<file path="src/design/hslca_pkg.sv">
// ----------------------------------------------------------------------------
// hslca_pkg
// shared widths, fixed-point constants, modes and beat structures of the
// hsl colour adjust block
// ----------------------------------------------------------------------------
package hslca_pkg;

  localparam int CH_W       = 8;
  localparam int PIX_W      = 3 * CH_W;
  localparam int FRAC_W     = 16;
  localparam int ONE_W      = FRAC_W + 1;
  localparam int HUE_W      = 25;
  localparam int DIV_STAGES = 22;
  localparam int QUO_W      = DIV_STAGES;
  localparam int DEN_W      = 9;
  localparam int NUM_W      = QUO_W + DEN_W;
  localparam int FIFO_DEPTH = 4;
  localparam int FIFO_PTR_W = $clog2(FIFO_DEPTH);
  localparam int CFG_IDX_W  = 2;
  localparam int CFG_DATA_W = 10;
  localparam int ANGLE_W    = 10;
  localparam int PCT_W      = 8;

  localparam logic [HUE_W-1:0] DEG_60  = HUE_W'(60 * 65536);
  localparam logic [HUE_W-1:0] DEG_120 = HUE_W'(120 * 65536);
  localparam logic [HUE_W-1:0] DEG_240 = HUE_W'(240 * 65536);
  localparam logic [HUE_W-1:0] DEG_360 = HUE_W'(360 * 65536);
  localparam logic [ONE_W-1:0] FRAC_ONE = ONE_W'(65536);

  localparam logic [CFG_IDX_W-1:0] REG_MODE    = CFG_IDX_W'(0);
  localparam logic [CFG_IDX_W-1:0] REG_ANGLE   = CFG_IDX_W'(1);
  localparam logic [CFG_IDX_W-1:0] REG_PERCENT = CFG_IDX_W'(2);

  typedef enum logic [1:0] {
    MODE_HUE   = 2'd0,
    MODE_SAT   = 2'd1,
    MODE_LIGHT = 2'd2,
    MODE_NONE  = 2'd3
  } mode_e;

  typedef enum logic [1:0] {
    HUE_BASE_0   = 2'd0,
    HUE_BASE_120 = 2'd1,
    HUE_BASE_240 = 2'd2
  } hue_base_e;

  typedef struct packed {
    logic [NUM_W-1:0] s_num;
    logic [DEN_W-1:0] s_den;
    logic [NUM_W-1:0] h_num;
    logic [DEN_W-1:0] h_den;
    logic             h_neg;
    hue_base_e        h_base;
    logic [ONE_W-1:0] l16;
  } work_t;

  typedef struct packed {
    logic             h_neg;
    hue_base_e        h_base;
    logic [ONE_W-1:0] l16;
  } side_t;

endpackage

</file>
<file path="src/design/hslca_front.sv">
// ----------------------------------------------------------------------------
// hslca_front
// accepts pixel beats, finds max and min, lightness and the divider operands
// ----------------------------------------------------------------------------
module hslca_front (
  input  logic                    clk_i,
  input  logic                    rst_ni,
  input  logic                    s_axis_tvalid_i,
  output logic                    s_axis_tready_o,
  input  logic [hslca_pkg::PIX_W-1:0] s_axis_tdata_i, // red, green, blue
  output logic                    vld_o,
  input  logic                    rdy_i,
  output hslca_pkg::work_t        ent_o
);
  import hslca_pkg::*;

  logic [CH_W-1:0] r, g, b, mx, mn, d, a;
  logic [8:0]      sum, den_s;
  logic signed [8:0] n;
  logic [23:0]     lnum;
  logic [55:0]     lprod;
  logic [13:0]     a60;
  hue_base_e       base;
  work_t           ent_d, ent_q;
  logic            vld_q, load;

  always_comb begin
    r = s_axis_tdata_i[CH_W-1:0];
    g = s_axis_tdata_i[2*CH_W-1:CH_W];
    b = s_axis_tdata_i[3*CH_W-1:2*CH_W];
    mx = r;
    mn = r;
    if (g > mx) mx = g;
    if (b > mx) mx = b;
    if (g < mn) mn = g;
    if (b < mn) mn = b;
    sum = {1'b0, mx} + {1'b0, mn};
    d = mx - mn;
    lnum = {sum, 15'd0} + 24'd127;
    lprod = lnum * 32'h80808081;
    den_s = (sum < 9'd255) ? sum : (9'd510 - sum);
    if (mx == r) begin
      n = $signed({1'b0, g}) - $signed({1'b0, b});
      base = HUE_BASE_0;
    end else if (mx == g) begin
      n = $signed({1'b0, b}) - $signed({1'b0, r});
      base = HUE_BASE_120;
    end else begin
      n = $signed({1'b0, r}) - $signed({1'b0, g});
      base = HUE_BASE_240;
    end
    a = n[8] ? 8'(-n) : n[7:0];
    a60 = 14'(a * 6'd60);
    ent_d.l16 = lprod[55:39];
    ent_d.h_neg = n[8];
    ent_d.h_base = base;
    if (d == '0) begin
      ent_d.s_num = '0;
      ent_d.s_den = DEN_W'(1);
      ent_d.h_num = '0;
      ent_d.h_den = DEN_W'(1);
    end else begin
      ent_d.s_num = NUM_W'({d, 8'd0, den_s[8:1]});
      ent_d.s_den = den_s;
      ent_d.h_num = NUM_W'({a60, 9'd0, d[7:1]});
      ent_d.h_den = {1'b0, d};
    end
  end

  assign s_axis_tready_o = !vld_q || rdy_i;
  assign load = s_axis_tvalid_i && s_axis_tready_o;

  always_ff @(posedge clk_i or negedge rst_ni) begin
    if (!rst_ni) begin
      vld_q <= 1'b0;
    end else begin
      vld_q <= load || (vld_q && !rdy_i);
    end
  end

  always_ff @(posedge clk_i) begin
    if (load) ent_q <= ent_d;
  end

  assign vld_o = vld_q;
  assign ent_o = ent_q;

endmodule

</file>
<file path="config.mk">
export PLATFORM = sky130hd
export DESIGN_NAME = hslca_front
export DESIGN_NICKNAME = d
export VERILOG_FILES = /design/src/design/hslca_pkg.sv /design/src/design/hslca_front.sv
export SDC_FILE = /design/constraint.sdc
export NUM_CORES = 1
export LEC_CHECK = 0
export BUFFER_PORTS_ARGS = -buffer_cell sky130_fd_sc_hd__buf_2
export CORE_MARGIN = 10
export CORE_UTILIZATION = 41
export CTS_BUF_LIST = sky130_fd_sc_hd__clkbuf_8
export CTS_CLUSTER_SIZE = 25
export DETAILED_ROUTE_END_ITERATION = 10
export PLACE_DENSITY = 0.6
export SETUP_SLACK_MARGIN = 0.1
export SLEW_MARGIN = 20
export SYNTH_ARGS = -nofsm -noshare
export SYNTH_HDL_FRONTEND = slang
export SYNTH_SLANG_ARGS = --single-unit
</file>
<file path="constraint.sdc">
create_clock -name clk_i -period 2.7 [get_ports clk_i]
set_clock_uncertainty 0.05 [all_clocks]
set_input_delay 0.405 -clock clk_i [delete_from_list [all_inputs] [get_ports clk_i]]
set_output_delay 0.405 -clock clk_i [all_outputs]
set_load 0.02 [all_outputs]
</file>
==> results of run 1 <==
==> critical path, delay by kind of cell <==
kind            cells  cell delay, ns
compound gates     14            2.15
xor+xnor            1            0.08
fa+ha+maj          10            2.22
buf+inv             9            0.92
mux                 1            0.33
simple gates       11            1.31
==> cell type report <==
type                            count  share of cell area
Clock buffer                        5             0.00570
Inverter                          108              0.0382
Clock inverter                      3             0.00238
Tap cell                          229              0.0237
Sequential cell                    50               0.124
Multi-Input combinational cell    620               0.532
Timing Repair Buffer              432               0.274
==> layout by cell type, fill, tap and decap left out, types with 5 or more instances in the layout <==
master / n
nand2_1: 21
nor2b_1: 6
o21ai_0: 14
nor2_1: 39
buf_2: 90
buf_4: 285
nand3_1: 7
xnor2_4: 5
nor2_4: 9
nand2b_1: 7
nand4_1: 9
ha_1: 104
nor2_2: 8
xnor2_1: 48
inv_1: 89
buf_6: 43
inv_2: 9
mux2i_1: 16
ha_2: 5
a21o_1: 15
fa_1: 10
xor2_1: 22
buf_8: 6
a21oi_2: 26
o21ai_4: 6
nand2_4: 5
inv_4: 6
buf_12: 7
o21a_1: 9
a21oi_1: 30
nand2_2: 5
clkbuf_8: 5
xnor2_2: 16
a21oi_4: 6
conb_1: 28
o21bai_1: 13
ha_4: 31
o21ai_1: 5
edfxtp_1: 49
==> cells by family (layout without fill, tap and decap cells) <==
logic type               after synthesis  after routing
AO/OA/AOI/OAI                        176            176
XOR/XNOR                              93             93
adder cells (fa/ha/maj)              154            154
buffers and inverters                175            548
flip-flops                            50             50
multiplexers                          25             25
other                                  1             28
AND/OR/NAND/NOR                      144            144
==> through the flow <==
step | setup WS, ns | setup TNS [ns] | instance area (um2)
final | -4.69 | -166.80 | 12100
after global routing | -5.01 | -177.74 | 12100
after CTS | -4.45 | -159.32 | 11400
after detailed placement | -5.21 | -189.75 | 10400
after global placement | -4.98 | -185.57 | 10400
after floorplan | -4.68 | -162.84 | 8060
==> path summary, 6_finish.rpt <==
path                            depth (start not counted)             endpoint  slack (ns)
min in group asynchronous                               2      vld_o$_DFF_PN0_        0.34
worst min register to register                          2      vld_o$_DFF_PN0_        0.49
worst max register to register                          3   ent_o[4]$_DFFE_PP_        1.13
worst max-delay path                                   46  ent_o[10]$_DFFE_PP_       -4.69
worst min-delay path                                    2      vld_o$_DFF_PN0_        0.26
max in group asynchronous                               2      vld_o$_DFF_PN0_        2.18
==> sequential cells by signal, indices dropped and copies added, names as in the netlist <==
register / count
vld_o: 1
ent_o: 49
==> routing by layer <==
layer / up-vias / routed length, um / global-route usage
met2: 154 / 11000 / 0.297
met5: - / 0 / 0
met1: 3345 / 9510 / 0.217
met4: 0 / 174 / 0.0306
met3: 10 / 1150 / 0.0286
li1: 3551 / - / -
==> repair_timing <==
item | CTS | global route
hold buffers | 1 | 0
endpoints found under the setup margin | 49 | 49
gates resized for setup | 117 | 113
endpoints found under the hold margin | 1 | 0
pin swaps | 83 | 81
buffers inserted | 50 | 28
==> results.sh, run 1 <==
export IMPL_outcome="finished, violations left"
export IMPL_violations="setup timing"
export IMPL_grt_usage=0.170
export IMPL_clkLatencyLatePin_ns=0.30
export IMPL_clkTransAtPathRegs_ns=0.10
export IMPL_drc_errors=0
export IMPL_drtPass1Iterations=5
export IMPL_max_cap_viol_count=0
export IMPL_grt_pass1_wl_um=34200
export IMPL_detail_route_wl_per_cell_um=15.1
export IMPL_initialDrtViolationCount=321
export IMPL_fin_util=0.677
export IMPL_hold_class="input pin to flop"
export IMPL_die_area_um2=23800
export IMPL_area_delta_synth_final_pct=63.6
export IMPL_ys_types=71
export IMPL_yosys_warnings=0
export IMPL_avgSynthCellArea_um2=9.02
export IMPL_yosysTopAreaCell="ha_1"
export IMPL_synth_area_leaders="ha_1, edfxtp_1, xnor2_1"
export IMPL_cp_required_ns=2.72
export IMPL_synthTopCellsByCount="ha_1, inv_1, xnor2_1, a21oi_1, nor2_1"
export IMPL_grt_ovfl_total=0
export IMPL_synth_fa_ha_area_frac=0.274
export IMPL_synthSimpleGateAreaFrac=0.0929
export IMPL_fin_crit_ns=7.39
export IMPL_numCtsBuffers=5
export IMPL_hold_ws_ns=0.259
export IMPL_critPathLaunch="s_axis_tdata_i[9]"
export IMPL_ys_seq_area_frac=0.203
export IMPL_crit_fanout=5
export IMPL_synthMuxAreaShare=0.0364
export IMPL_yosysMostFrequentCell="ha_1"
export IMPL_multi_input_area_um2=6420
export IMPL_endpoint_kind="flop"
export IMPL_nFillCells=1342
export IMPL_final_cells=1447
export IMPL_relSlewSlack=0.586
export IMPL_worstPathArrival_ns=7.42
export IMPL_cts_tree="done"
export IMPL_worstSetupPathType="input pin to flop"
export IMPL_slowest_stage="fa_2"
export IMPL_final_max_slew_violation_count=0
export IMPL_synth_compound_area_frac=0.161
export IMPL_initial_core_util=0.414
export IMPL_dpl_hpwl_um=17300
export IMPL_r2r_start="vld_o$_DFF_PN0_"
export IMPL_io_pins=130
export IMPL_grt_setup_unrepaired="true"
export IMPL_synth_top_family_by_area="adder cells"
export IMPL_drtAntennaViolNets=0
export IMPL_crit_path_frequent_cell="ha_4"
export IMPL_drive_gt1_frac=0.526
export IMPL_ys_ff_latch=50
export IMPL_die_x_um=154
export IMPL_finalCritPeriodShare=2.74
export IMPL_fp_coreArea_um2=17800
export IMPL_synthesis_area_um2=7380
export IMPL_vias_per_cell=4.88
export IMPL_routed_wl_um=21800
export IMPL_tightest_slew_ns=0.621
export IMPL_worst_slack_ns=-4.69
export IMPL_synth_edf_count=49
export IMPL_ys_flop_type="edfxtp_1"
export IMPL_fmax_mhz=135
export IMPL_cp_start_kind="input pin"
export IMPL_nets=1398
export IMPL_rows=49
export IMPL_finalHoldViolCount=0
export IMPL_synthArstFlopShare=0.0200
export IMPL_port_buffer_count=101
export IMPL_num_antenna_cells=0
export IMPL_grt_max_degree=50
export IMPL_finalSetupViolCount=49
export IMPL_clockBufferDepth=2
export IMPL_cts_sinks=50
export IMPL_worstHoldStart="s_axis_tvalid_i"
export IMPL_gp_congestion=0.875
export IMPL_syn_inst=818
export IMPL_cpPeakStageDelay_ns=0.36
export IMPL_synth_top_area_share=0.237
export IMPL_cts_root_buf="clkbuf_8"
export IMPL_seq_area_um2=1500
export IMPL_num_vias=7060
export IMPL_synth_xor_area_frac=0.115
export IMPL_antenna_found_initial=0
export IMPL_dpl_cell_count=1378
export IMPL_htreeDepth=2
export IMPL_grt_pass1_vias=7024
export IMPL_dieHeight_um=154
Power of run 1 is left out: the tool's default activity adds up to more than one toggle a clock period on the data nets, which glitch-free logic cannot reach.
==> inputs of run 2 (changes only) <==
- CORE_UTILIZATION: 41 -> 50
- PLACE_DENSITY: 0.6 -> 0.71
==> run 2 against run 1 <==
Effect of this change:
- the run still ends with setup timing left
- sequential share of layout area is 0.15 points higher
- via count increased by 9.3%
- register-to-register slack worse by 0.11 ns
- critical path depth decreased by 1
- setup slack worse by 0.24 ns
- flip-flop and latch count did not move
- first-iteration DRC count increased by 51%
- cell count is 3.5% lower
- wire length increased by 23%
- fmax down 3.1%
- worst hold slack got worse by 0.0040 ns
- critical path type unchanged
- highest routed layer unchanged
==> results.sh, run 2 (same netlist as run 1, synthesis figures left out) <==
export IMPL_outcome="finished, violations left"
export IMPL_violations="setup timing"
export IMPL_cp_required_ns=2.73
export IMPL_relSlewSlack=0.623
export IMPL_rows=44
export IMPL_cpPeakStageDelay_ns=0.39
export IMPL_final_cell_area_um2=11900
export IMPL_crit_family="compound AO/OA/AOI/OAI gates"
export IMPL_io_pins=130
export IMPL_nets=1392
export IMPL_drtAntennaViolNets=0
export IMPL_cts_sinks=50
export IMPL_grt_pass1_wl_um=37600
export IMPL_critPathLaunch="s_axis_tdata_i[9]"
export IMPL_hold_ws_ns=0.255
export IMPL_r2r_end="ent_o[7]$_DFFE_PP_"
export IMPL_use_met3=0.0360
export IMPL_worstPathArrival_ns=7.66
export IMPL_die_x_um=142
export IMPL_gr_usage_met1=0.273
export IMPL_critPathCapture="ent_o[14]$_DFFE_PP_"
export IMPL_fin_crit_ns=7.63
export IMPL_use_met2=0.393
export IMPL_num_vias=7717
export IMPL_crit_fanout=8
export IMPL_grt_pass1_vias=7609
export IMPL_drtPass1Iterations=5
export IMPL_place_area_um2=10400
export IMPL_crit_path_frequent_cell="ha_4"
export IMPL_numCtsBuffers=5
export IMPL_dieHeight_um=142
export IMPL_cts_tree="done"
export IMPL_hold_class="input pin to flop"
export IMPL_dpl_hpwl_um=18000
export IMPL_fp_coreArea_um2=14500
export IMPL_vias_per_cell=5.53
export IMPL_layout_common_cells="buf_4, ha_1, buf_2, inv_1, edfxtp_1"
export IMPL_finalHoldViolCount=0
export IMPL_clockBufferDepth=2
export IMPL_reg2reg_setup_slack_ns=1.02
export IMPL_final_cells=1396
export IMPL_routed_wl_um=26800
export IMPL_grt_usage=0.224
export IMPL_num_antenna_cells=0
export IMPL_initialDrtViolationCount=486
export IMPL_dpl_cell_count=1334
export IMPL_endpoint_kind="flop"
export IMPL_grt_setup_unrepaired="true"
export IMPL_drc_errors=0
export IMPL_port_buffer_count=101
export IMPL_gp_congestion=0.953
export IMPL_cp_start_kind="input pin"
export IMPL_worstSetupPathType="input pin to flop"
export IMPL_final_max_slew_violation_count=0
export IMPL_cts_root_buf="clkbuf_8"
export IMPL_fmax_mhz=131
export IMPL_clkLatencyLatePin_ns=0.31
export IMPL_initial_core_util=0.510
export IMPL_r2r_start="vld_o$_DFF_PN0_"
export IMPL_crit_cells=45
export IMPL_worst_slack_ns=-4.93
export IMPL_max_cap_viol_count=0
export IMPL_layout_commonest_cell="buf_4"
export IMPL_path_buf_inv=8
export IMPL_largest_reg_flops=49
export IMPL_area_delta_synth_final_pct=61.6
export IMPL_die_area_um2=20000
export IMPL_min_path_cells=2
export IMPL_grt_ovfl_total=0
export IMPL_htreeDepth=2
export IMPL_clkTransAtPathRegs_ns=0.10
export IMPL_finalSetupViolCount=49
export IMPL_finalCritPeriodShare=2.83
export IMPL_drive_gt1_frac=0.529
export IMPL_tightest_slew_ns=0.560
export IMPL_antenna_found_initial=0
export IMPL_busiest_layer="met2"
export IMPL_grt_max_degree=23
export IMPL_r2r_worst_path_cells=3
export IMPL_detail_route_wl_per_cell_um=19.2
export IMPL_slowest_stage="fa_2"
==> run 2: cell count changes in the layout (fill, tap and decap cells not counted), moves of 4 or more <==
cell     before  now
buf_6        43   31
ha_4         31   39
buf_2        90   97
ha_1        104   99
inv_2         9   14
nand2_4       5    0
inv_1        89   85
nand2_1      21   25
==> run 2: stage by stage <==
step,worst slack [ns],utilization,setup TNS (ns)
finish,-4.93,0.824,-175.02
global route,-5.23,0.824,-186.49
CTS,-4.51,0.782,-160.45
detailed placement,-5.25,0.715,-190.83
global placement,-5.01,0.715,-184.67
floorplan,-4.68,-,-162.84
==> run 2: timing repair <==
| item | CTS | global route |
|---|---|---|
| setup endpoints to repair | 49 | 49 |
| pin swaps | 84 | 62 |
| cloned | 1 | 0 |
| buffers inserted | 36 | 25 |
| resized for setup | 121 | 92 |
| endpoints found under the hold margin | 1 | 0 |
| hold buffers | 1 | 0 |
==> run 2: worst min-delay path by stage <==
stage | slack [ns] | from | end
finish | 0.25 | s_axis_tvalid_i | vld_o$_DFF_PN0_
global route | 0.26 | s_axis_tvalid_i | vld_o$_DFF_PN0_
CTS | 0.26 | s_axis_tvalid_i | vld_o$_DFF_PN0_
detailed placement | 0.13 | rst_ni | vld_o$_DFF_PN0_
global placement | 0.14 | rst_ni | vld_o$_DFF_PN0_
floorplan | 0.06 | rst_ni | vld_o$_DFF_PN0_
==> run 2: layer usage <==
metal | vias up | wire [um]
li1 | 3545 | -
met1 | 3709 | 10400
met2 | 371 | 13500
met5 | - | 0
met3 | 92 | 1930
met4 | 0 | 995
==> run 2: final cells by class <==
type	instances	area [um2]
fill	800	2550
multi-input combinational	620	6470
clock inverter	3	28.8
inverter	108	459
tap	184	230
timing repair buffer	426	3170
clock buffer	5	68.8
sequential	50	1500
Power of run 2 is left out for the same reason.
