## src/design/hslca_pkg.sv

```systemverilog
// ----------------------------------------------------------------------------
// hslca_pkg
// shared widths, fixed-point constants, modes and beat structures of the
// hsl colour adjust block
// ----------------------------------------------------------------------------
package hslca_pkg;

  localparam int CH_W       = 8;
  localparam int PIX_W      = 3 * CH_W;
  localparam int FRAC_W     = 16;
  localparam int ONE_W      = FRAC_W + 1;
  localparam int HUE_W      = 25;
  localparam int DIV_STAGES = 22;
  localparam int QUO_W      = DIV_STAGES;
  localparam int DEN_W      = 9;
  localparam int NUM_W      = QUO_W + DEN_W;
  localparam int FIFO_DEPTH = 4;
  localparam int FIFO_PTR_W = $clog2(FIFO_DEPTH);
  localparam int CFG_IDX_W  = 2;
  localparam int CFG_DATA_W = 10;
  localparam int ANGLE_W    = 10;
  localparam int PCT_W      = 8;

  localparam logic [HUE_W-1:0] DEG_60  = HUE_W'(60 * 65536);
  localparam logic [HUE_W-1:0] DEG_120 = HUE_W'(120 * 65536);
  localparam logic [HUE_W-1:0] DEG_240 = HUE_W'(240 * 65536);
  localparam logic [HUE_W-1:0] DEG_360 = HUE_W'(360 * 65536);
  localparam logic [ONE_W-1:0] FRAC_ONE = ONE_W'(65536);

  localparam logic [CFG_IDX_W-1:0] REG_MODE    = CFG_IDX_W'(0);
  localparam logic [CFG_IDX_W-1:0] REG_ANGLE   = CFG_IDX_W'(1);
  localparam logic [CFG_IDX_W-1:0] REG_PERCENT = CFG_IDX_W'(2);

  typedef enum logic [1:0] {
    MODE_HUE   = 2'd0,
    MODE_SAT   = 2'd1,
    MODE_LIGHT = 2'd2,
    MODE_NONE  = 2'd3
  } mode_e;

  typedef enum logic [1:0] {
    HUE_BASE_0   = 2'd0,
    HUE_BASE_120 = 2'd1,
    HUE_BASE_240 = 2'd2
  } hue_base_e;

  typedef struct packed {
    logic [NUM_W-1:0] s_num;
    logic [DEN_W-1:0] s_den;
    logic [NUM_W-1:0] h_num;
    logic [DEN_W-1:0] h_den;
    logic             h_neg;
    hue_base_e        h_base;
    logic [ONE_W-1:0] l16;
  } work_t;

  typedef struct packed {
    logic             h_neg;
    hue_base_e        h_base;
    logic [ONE_W-1:0] l16;
  } side_t;

endpackage

```

## src/design/hslca_fifo.sv

```systemverilog
// ----------------------------------------------------------------------------
// hslca_fifo
// short queue of classified beats between front and back
// ----------------------------------------------------------------------------
module hslca_fifo (
  input  logic             clk_i,
  input  logic             rst_ni,
  input  logic             push_i,
  input  hslca_pkg::work_t data_i,
  output logic             rdy_o,
  output logic             vld_o,
  input  logic             pop_i,
  output hslca_pkg::work_t data_o
);
  import hslca_pkg::*;

  work_t                 mem [FIFO_DEPTH];
  logic [FIFO_PTR_W-1:0] wr_q, rd_q;
  logic [FIFO_PTR_W:0]   cnt_q;
  logic                  do_push, do_pop;

  assign rdy_o   = cnt_q != (FIFO_PTR_W+1)'(FIFO_DEPTH);
  assign vld_o   = cnt_q != '0;
  assign do_push = push_i && rdy_o;
  assign do_pop  = pop_i && vld_o;
  assign data_o  = mem[rd_q];

  always_ff @(posedge clk_i or negedge rst_ni) begin
    if (!rst_ni) begin
      wr_q  <= '0;
      rd_q  <= '0;
      cnt_q <= '0;
    end else begin
      if (do_push) wr_q <= wr_q + 1'b1;
      if (do_pop) rd_q <= rd_q + 1'b1;
      if (do_push && !do_pop) cnt_q <= cnt_q + 1'b1;
      else if (do_pop && !do_push) cnt_q <= cnt_q - 1'b1;
    end
  end

  always_ff @(posedge clk_i) begin
    if (do_push) mem[wr_q] <= data_i;
  end

endmodule

```

## config.mk

```make
export PLATFORM = sky130hd
export DESIGN_NAME = hslca_fifo
export DESIGN_NICKNAME = d
export VERILOG_FILES = /design/src/design/hslca_pkg.sv /design/src/design/hslca_fifo.sv
export SDC_FILE = /design/constraint.sdc
export NUM_CORES = 1
export LEC_CHECK = 0
export ABC_AREA = 1
export BUFFER_PORTS_ARGS = -buffer_cell sky130_fd_sc_hd__buf_2
export CORE_UTILIZATION = 40
export DETAILED_ROUTE_END_ITERATION = 8
export HOLD_SLACK_MARGIN = 0.1
export PLACE_DENSITY_LB_ADDON = 0.25
export SETUP_SLACK_MARGIN = 0.05
export SLEW_MARGIN = 30
export SYNTH_ARGS = -nofsm -noshare
export SYNTH_HDL_FRONTEND = slang
export SYNTH_SLANG_ARGS = --single-unit
```

## constraint.sdc

```tcl
create_clock -name clk_i -period 5.8 [get_ports clk_i]
set_input_delay 1.16 -clock clk_i [delete_from_list [all_inputs] [get_ports clk_i]]
set_output_delay 1.16 -clock clk_i [all_outputs]
set_load 0.05 [all_outputs]
```

==> impl_results.rst, run 1 <==
.. list-table::
   :header-rows: 1

   * - Metric
     - Value
   * - # resized after CTS
     - 0
   * - HPWL after detailed placement
     - 18900 µm
   * - Parity-gate share of the synthesized area counting xor and xnor cells
     - 0.0533%
   * - Routability-driven placement congestion ratio
     - 0.766
   * - Max-slew violations
     - 0
   * - All-layer global routing usage
     - 16.4%
   * - Worst reg2reg setup slack
     - 3.11 ns
   * - Iter 0 DRT Violations
     - 456
   * - Sequential cell area fraction in the yosys report
     - 74.1%
   * - Total iterations of the first detailed-routing run
     - 5
   * - Most area-consuming cells after synthesis
     - sky130_fd_sc_hd__edfxtp_1 73%, sky130_fd_sc_hd__o211ai_1 9.1%, sky130_fd_sc_hd__nand2_1 7.2%
   * - Finished Layout Cells
     - 1982
   * - Period utilization
     - 71.2%
   * - Die Y-Extent
     - 205 µm
   * - Initial standard-cell utilization of the core
     - 41.0%
   * - Synthesized-area fraction occupied by and/or/nand/nor cells
     - 7.58%
   * - Buffers from clock root to sink, at most
     - 3
   * - Sequential cell area
     - 12200 µm²
   * - Setup Skew
     - 0.0166 ns
   * - Number of distinct library cells after synthesis
     - 17
   * - Post-layout util
     - 47.7%
   * - Worst setup SP type
     - flop
   * - Standby leakage power
     - 7.65 nW
   * - Critical path startpoint
     - rd_q[1]$_DFFE_PN0P_
   * - Final Power
     - 0.0115 W
   * - Final layout net count
     - 1532
   * - Die ar.
     - 41900 µm²
   * - Htree depth
     - 2
   * - DR DRC count
     - 0
   * - X dimension of the die
     - 205 µm
   * - Share of power burned in combinational logic
     - 41.6%
   * - Clock network power share
     - 23.3%
   * - Combined area of the multi-input logic cells
     - 2870 µm²
   * - Adder-cell share of the synthesized area
     - 0.502%
   * - Hold buffers post-CTS
     - 0
   * - Largest family of logic cells by synthesized area
     - compound AO/OA/AOI/OAI gates
   * - Post-route minimum period
     - 4.13 ns
   * - Number of endpoints with negative hold slack in the final report
     - 0
   * - Yosys warning count
     - 0
   * - Top fanout value on the critical path
     - 50
   * - Port buffer count
     - 205
   * - Largest area contributor in the synthesized netlist
     - sky130_fd_sc_hd__edfxtp_1
   * - Clock latency at the later pin of the worst-skew pair
     - 0.56 ns
   * - Compound-Gate Fraction of Synth Area
     - 9.16%
   * - Achievable Freq
     - 242 MHz
   * - Switching part of the total
     - 43.8%
   * - Crit path arrival time
     - 2.97 ns
   * - Unrepaired setup endpoints after global routing
     - no
   * - Final TNS setup
     - 0 ns
   * - Number of cell instances on the worst register-to-register path
     - 5
   * - Smallest hold slack
     - 0.438 ns
   * - Clock sink count
     - 407
   * - Area Growth Syn to Fin
     - 16.4%
   * - Clock root buffer
     - sky130_fd_sc_hd__clkbuf_16
   * - Number of rows in the core area
     - 73
   * - Filler Cell Count
     - 3542
   * - I/O pin count
     - 206
   * - Multiplexer area fraction after synthesis
     - 0%
   * - CTS clk-pin slew, worst paths
     - 0.06 ns
   * - Number of setup violations in the final report
     - 0
   * - Crit. End Element
     - output port
   * - Syn Area/Cell
     - 13.4 µm²
   * - Number of placed instances, taps included
     - 1902
   * - Number of violations of the max-capacitance limit
     - 0
   * - Worst IR drop on VDD
     - 488 µV
   * - Register bit total from synthesis
     - 407
   * - Total wire length after detailed routing
     - 33800 µm
   * - Via density per instance
     - 4.81
   * - Area share of the leading cell type in the synthesized netlist
     - 73.0%
   * - Core Area
     - 40100 µm²
   * - Avg WL per Cell
     - 17.1 µm
   * - Via count of the first global-routing pass
     - 9410
   * - Number of nets with antenna violations after routing
     - 0
   * - Maximum number of pins on one net before global-route repair
     - 206
   * - Netlist area before placement
     - 16400 µm²
   * - Worst hold path type
     - in -> async
   * - Proportion of power drawn by flip-flops and latches
     - 35.2%
   * - Worst relative slew slack
     - 39.5%
   * - WS Path Type
     - reg -> out
   * - Reg2Reg Launch Point
     - cnt_q[0]$_DFFE_PN0P_
   * - Number of clock buffers inserted by TritonCTS
     - 43
   * - Antenna violations before repair
     - 3
   * - Crit Reg-Reg Endpoint
     - mem[1][39]$_DFFE_PP_
   * - Clock tree from TritonCTS
     - yes
   * - Slew of the pin with the lowest slew margin
     - 0.906 ns
   * - Capturing instance or port of the critical path
     - data_o[77]
   * - Internal power component
     - 0.00648 W
   * - Post-CTS Setup Inserts
     - 0
   * - Residual overflow from global routing
     - 0
   * - PwrDens
     - 603 nW/µm²
   * - Data required time at the worst endpoint
     - 4.64 ns
   * - Share of cells above drive strength 1
     - 19.6%
   * - First-pass GRT wire length
     - 52300 µm
   * - Result of the run
     - finished, final reports clean
   * - Switching power summed over all nets
     - 0.00505 W
   * - Net count of the mapped netlist
     - 1336
   * - Cells after synthesis
     - 1226
   * - Via total after detailed routing
     - 9543
## flip-flops by register name, summed over array words and instances (netlist names)
name	flops
mem	400
wr_q	2
cnt_q	3
rd_q	2
## cells by family (layout without fill, tap and decap cells)
group | after synthesis | in the layout
flip-flops | 407 | 407
AND/OR/NAND/NOR | 329 | 329
buffers and inverters | 282 | 509
AO/OA/AOI/OAI | 201 | 201
adder cells (fa/ha/maj) | 6 | 6
XOR/XNOR | 1 | 1
other | 0 | 4
## cell usage in the layout (no fill, tap or decap), types with 4 or more instances in the layout
| master | count |
|---|---|
| sky130_fd_sc_hd__buf_12 | 5 |
| sky130_fd_sc_hd__clkbuf_16 | 45 |
| sky130_fd_sc_hd__edfxtp_1 | 400 |
| sky130_fd_sc_hd__nand3_1 | 7 |
| sky130_fd_sc_hd__bufinv_16 | 4 |
| sky130_fd_sc_hd__nor2_4 | 4 |
| sky130_fd_sc_hd__ha_1 | 5 |
| sky130_fd_sc_hd__clkbuf_1 | 8 |
| sky130_fd_sc_hd__inv_1 | 214 |
| sky130_fd_sc_hd__o211ai_1 | 200 |
| sky130_fd_sc_hd__nand2_1 | 317 |
| sky130_fd_sc_hd__clkinv_2 | 7 |
| sky130_fd_sc_hd__clkinvlp_4 | 4 |
| sky130_fd_sc_hd__dfrtp_1 | 6 |
| sky130_fd_sc_hd__buf_2 | 205 |
| sky130_fd_sc_hd__clkinv_1 | 7 |
| sky130_fd_sc_hd__diode_2 | 4 |
| sky130_fd_sc_hd__buf_4 | 6 |
## synthesized netlist by cell type (all sizes together)
cell type,n
edfxtp,400
nand2,317
inv,216
o211ai,200
buf,62
dfrtp,7
nand3,7
ha,5
clkbuf,4
nor2,4
fa,1
nand4,1
o21ai,1
xnor2,1
## worst min path at each step
| stage | startpoint | end |
|---|---|---|
| final | rst_ni | cnt_q[1]$_DFFE_PN0P_ |
| after global routing | rst_ni | cnt_q[1]$_DFFE_PN0P_ |
| after CTS | rst_ni | cnt_q[1]$_DFFE_PN0P_ |
| after detailed placement | cnt_q[2]$_DFFE_PN0P_ | cnt_q[2]$_DFFE_PN0P_ |
| after global placement | cnt_q[2]$_DFFE_PN0P_ | cnt_q[2]$_DFFE_PN0P_ |
| after floorplan | cnt_q[2]$_DFFE_PN0P_ | cnt_q[2]$_DFFE_PN0P_ |
## stage by stage
step	setup WS (ns)	cell area, µm²
floorplan	-0.272	16400
global placement	2.16	17700
detailed placement	2.19	17700
CTS	1.58	19100
global route	1.45	19100
finish	1.67	19100
## power groups by stage
stage	logic, W	registers (W)	clock network [W]
finish	0.00479	0.00405	0.00268
CTS	0.00487	0.00406	0.00276
detailed placement	0.00486	0.00412	0
global route	0.00519	0.00411	0.00287
global placement	0.00485	0.00411	0
floorplan	0.00394	0.00411	0
## critical path, stage by stage, from the launching register on
cell and delay [ns]:
sky130_fd_sc_hd__dfrtp_4 0.72, sky130_fd_sc_hd__inv_4 0.58, sky130_fd_sc_hd__buf_4 0.53, sky130_fd_sc_hd__o211ai_1 0.17
sky130_fd_sc_hd__nand2_1 0.10, sky130_fd_sc_hd__buf_2 0.27
## cell type report
class / count / share of cell area (%)
multi-input cells: 537 / 15.0
well taps: 525 / 3.43
diodes: 4 / 0.0523
inverters: 216 / 4.32
clock inverters: 23 / 1.15
clock buffers: 53 / 6.04
repair buffers: 217 / 6.27
flip-flops and latches: 407 / 63.7
## routing by layer
metal / vias to the layer above / part of all wire (%) / GRT usage, %
met3: 41 / 6.2 / 4.23
li1: 4683 / - / -
met2: 230 / 47 / 27.0
met5: - / 0 / 0
met1: 4589 / 45 / 21.5
met4: 0 / 1.6 / 4.16
No activity file was read; power rests on OpenSTA's default activity.
==> run 2: changes to the inputs <==
clock period = 3.89 ns   (was 5.8 ns; I/O delays follow)
==> run 2 against run 1 <==
Sequential power increased by 47%. Hold slack improved by 0.0034 ns. Register-to-register slack got worse by 1.5 ns. Core utilization increased by 0.15 points. Flip-flop and latch count unchanged. Design area increased by 0.31%. Count of clock-buffer cells in the layout unchanged. Worst setup slack got worse by 0.98 ns. Sequential share of layout area decreased by 0.20 points. Critical endpoint is now data_o[85].
==> impl_results.rst, run 2 (synthesis results as in run 1) <==
.. list-table::
   :header-rows: 1

   * - Metric
     - Value
   * - Setup Skew
     - 0.0127 ns
   * - HPWL after detailed placement
     - 19100 µm
   * - Die Y-Extent
     - 205 µm
   * - Standby leakage power
     - 7.68 nW
   * - Combined area of the multi-input logic cells
     - 2870 µm²
   * - Smallest setup slack after layout
     - 0.693 ns
   * - I/O pin count
     - 206
   * - Via density per instance
     - 4.75
   * - Total wire length after detailed routing
     - 33000 µm
   * - Clock tree from TritonCTS
     - yes
   * - Share of cells above drive strength 1
     - 19.7%
   * - Top fanout value on the critical path
     - 93
   * - Port buffer count
     - 205
   * - Worst relative slew slack
     - 52.3%
   * - Post-layout util
     - 47.9%
   * - Filler Cell Count
     - 3522
   * - Number of endpoints with negative hold slack in the final report
     - 0
   * - Finished Layout Cells
     - 1995
   * - Worst hold path type
     - in -> reg
   * - Instance area after placement
     - 17900 µm²
   * - Switching power summed over all nets
     - 0.00748 W
   * - Clock network power share
     - 21.7%
   * - Number of clock buffers inserted by TritonCTS
     - 43
   * - Flip-flop count of the largest register after layout
     - 400
   * - Clock latency at the later pin of the worst-skew pair
     - 0.55 ns
   * - Residual overflow from global routing
     - 0
   * - Period utilization
     - 82.2%
   * - Buffers from clock root to sink, at most
     - 3
   * - Iter 0 DRT Violations
     - 537
   * - Hold path depth
     - 1
   * - All-layer global routing usage
     - 16.0%
   * - Worst slack at placement
     - 1.27 ns
   * - Crit. End Element
     - output port
   * - Final layout net count
     - 1543
   * - Core Area
     - 40100 µm²
   * - Maximum number of pins on one net before global-route repair
     - 102
   * - Proportion of power drawn by flip-flops and latches
     - 35.0%
   * - Achievable Freq
     - 313 MHz
   * - Routability-driven placement congestion ratio
     - 0.722
   * - Internal power component
     - 0.00950 W
   * - Die ar.
     - 41900 µm²
   * - Register with the most flip-flops
     - mem
   * - Max-slew violations
     - 0
   * - Area Growth Syn to Fin
     - 16.7%
   * - Clock sink count
     - 407
   * - Initial standard-cell utilization of the core
     - 41.0%
   * - First-pass GRT wire length
     - 51200 µm
   * - Via count of the first global-routing pass
     - 9132
   * - PwrDens
     - 885 nW/µm²
   * - Number of rows in the core area
     - 73
   * - Worst setup SP type
     - flop
   * - Number of cell instances on the worst register-to-register path
     - 5
   * - Total iterations of the first detailed-routing run
     - 5
   * - Number of setup violations in the final report
     - 0
   * - Worst IR drop on VDD
     - 631 µV
   * - Via total after detailed routing
     - 9468
   * - Result of the run
     - finished, final reports clean
   * - Htree depth
     - 2
   * - Data required time at the worst endpoint
     - 3.11 ns
   * - WS Path Type
     - reg -> out
   * - CTS clk-pin slew, worst paths
     - 0.06 ns
   * - Share of power burned in combinational logic
     - 43.3%
   * - Unrepaired setup endpoints after global routing
     - no
   * - Slew of the pin with the lowest slew margin
     - 0.714 ns
   * - Most common library cell in the layout ignoring fill and taps
     - sky130_fd_sc_hd__edfxtp_1
   * - X dimension of the die
     - 205 µm
   * - Switching part of the total
     - 44.1%
   * - Number of placed instances, taps included
     - 1912
   * - Clock root buffer
     - sky130_fd_sc_hd__clkbuf_16
   * - Number of violations of the max-capacitance limit
     - 0
   * - Number of nets with antenna violations after routing
     - 0
   * - Post-route minimum period
     - 3.20 ns
   * - Top library cells by usage in the layout, fill and taps aside
     - 400 x sky130_fd_sc_hd__edfxtp_1, 317 x sky130_fd_sc_hd__nand2_1, 214 x sky130_fd_sc_hd__inv_1, 205 x sky130_fd_sc_hd__buf_2, 200 x sky130_fd_sc_hd__o211ai_1
   * - Antenna violations before repair
     - 6
   * - Avg WL per Cell
     - 16.5 µm
   * - Sequential cell area
     - 12200 µm²
   * - Final std cell area, no fill
     - 19200 µm²
   * - Top Registers
     - mem x400, cnt_q x3
   * - Crit path arrival time
     - 2.42 ns
   * - DR DRC count
     - 0
   * - Smallest hold slack
     - 0.441 ns
run 2: changes by cell type in the layout (fill, tap and decap cells not counted), sizes merged:
cell,change
buf,+10
bufinv,-4
clkinv,+9
clkinvlp,-3
diode,+1
dlygate4sd3,+1
inv,-1
run 2: layer usage:
layer  vias up  GRT usage (%)  routed length [µm]
met4         2           4.53                 611
met1      4511           21.6               15000
li1       4698              -                   -
met5         -              0                  12
met2       212           25.4               15400
met3        45           4.23                1970
run 2: worst max-delay path, stage by stage, from the launching register on:
cell and delay (ns):
sky130_fd_sc_hd__dfrtp_1 0.45, sky130_fd_sc_hd__inv_8 0.43, sky130_fd_sc_hd__buf_4 0.38, sky130_fd_sc_hd__o211ai_1 0.14
sky130_fd_sc_hd__nand2_1 0.15, sky130_fd_sc_hd__buf_2 0.27
run 2: final timing paths:
kind	to	slack [ns]	startpoint
worst min register to register	cnt_q[2]$_DFFE_PN0P_	0.51	cnt_q[2]$_DFFE_PN0P_
worst max-delay path	data_o[85]	0.69	rd_q[0]$_DFFE_PN0P_
min in group asynchronous	rd_q[0]$_DFFE_PN0P_	0.65	rst_ni
max in group asynchronous	rd_q[1]$_DFFE_PN0P_	3.06	rst_ni
worst max register to register	mem[3][71]$_DFFE_PP_	1.66	cnt_q[0]$_DFFE_PN0P_
worst min-delay path	mem[1][28]$_DFFE_PP_	0.44	data_i[28]
run 2: per-stage QoR:
step	total power, W	setup TNS [ns]
after floorplan	0.0120	-174.04
after global placement	0.0135	0
after CTS	0.0172	0
after detailed placement	0.0135	0
after global routing	0.0179	0
final	0.0170	0
run 2: final cells by class:
class	count	area share, %
Inverter	216	4.28
Tap cell	525	3.42
Multi-Input combinational cell	537	15.0
Clock buffer	53	6.02
Sequential cell	407	63.5
Timing Repair Buffer	228	7.17
Clock inverter	24	0.548
Antenna cell	5	0.0652
run 2: power groups by stage:
stage               clock, W  sequential (W)  combinational [W]
finish               0.00368         0.00595            0.00736
global route         0.00395         0.00602            0.00796
CTS                  0.00379         0.00596            0.00749
detailed placement         0         0.00604            0.00747
global placement           0         0.00603            0.00743
floorplan                  0         0.00607            0.00589
run 2: repair_timing:
item                                    CTS  global route
gates resized for setup                   0             0
hold buffers                              1             0
endpoints found under the hold margin     7             0
setup buffers                             0             0
endpoints found under the setup margin    0             0
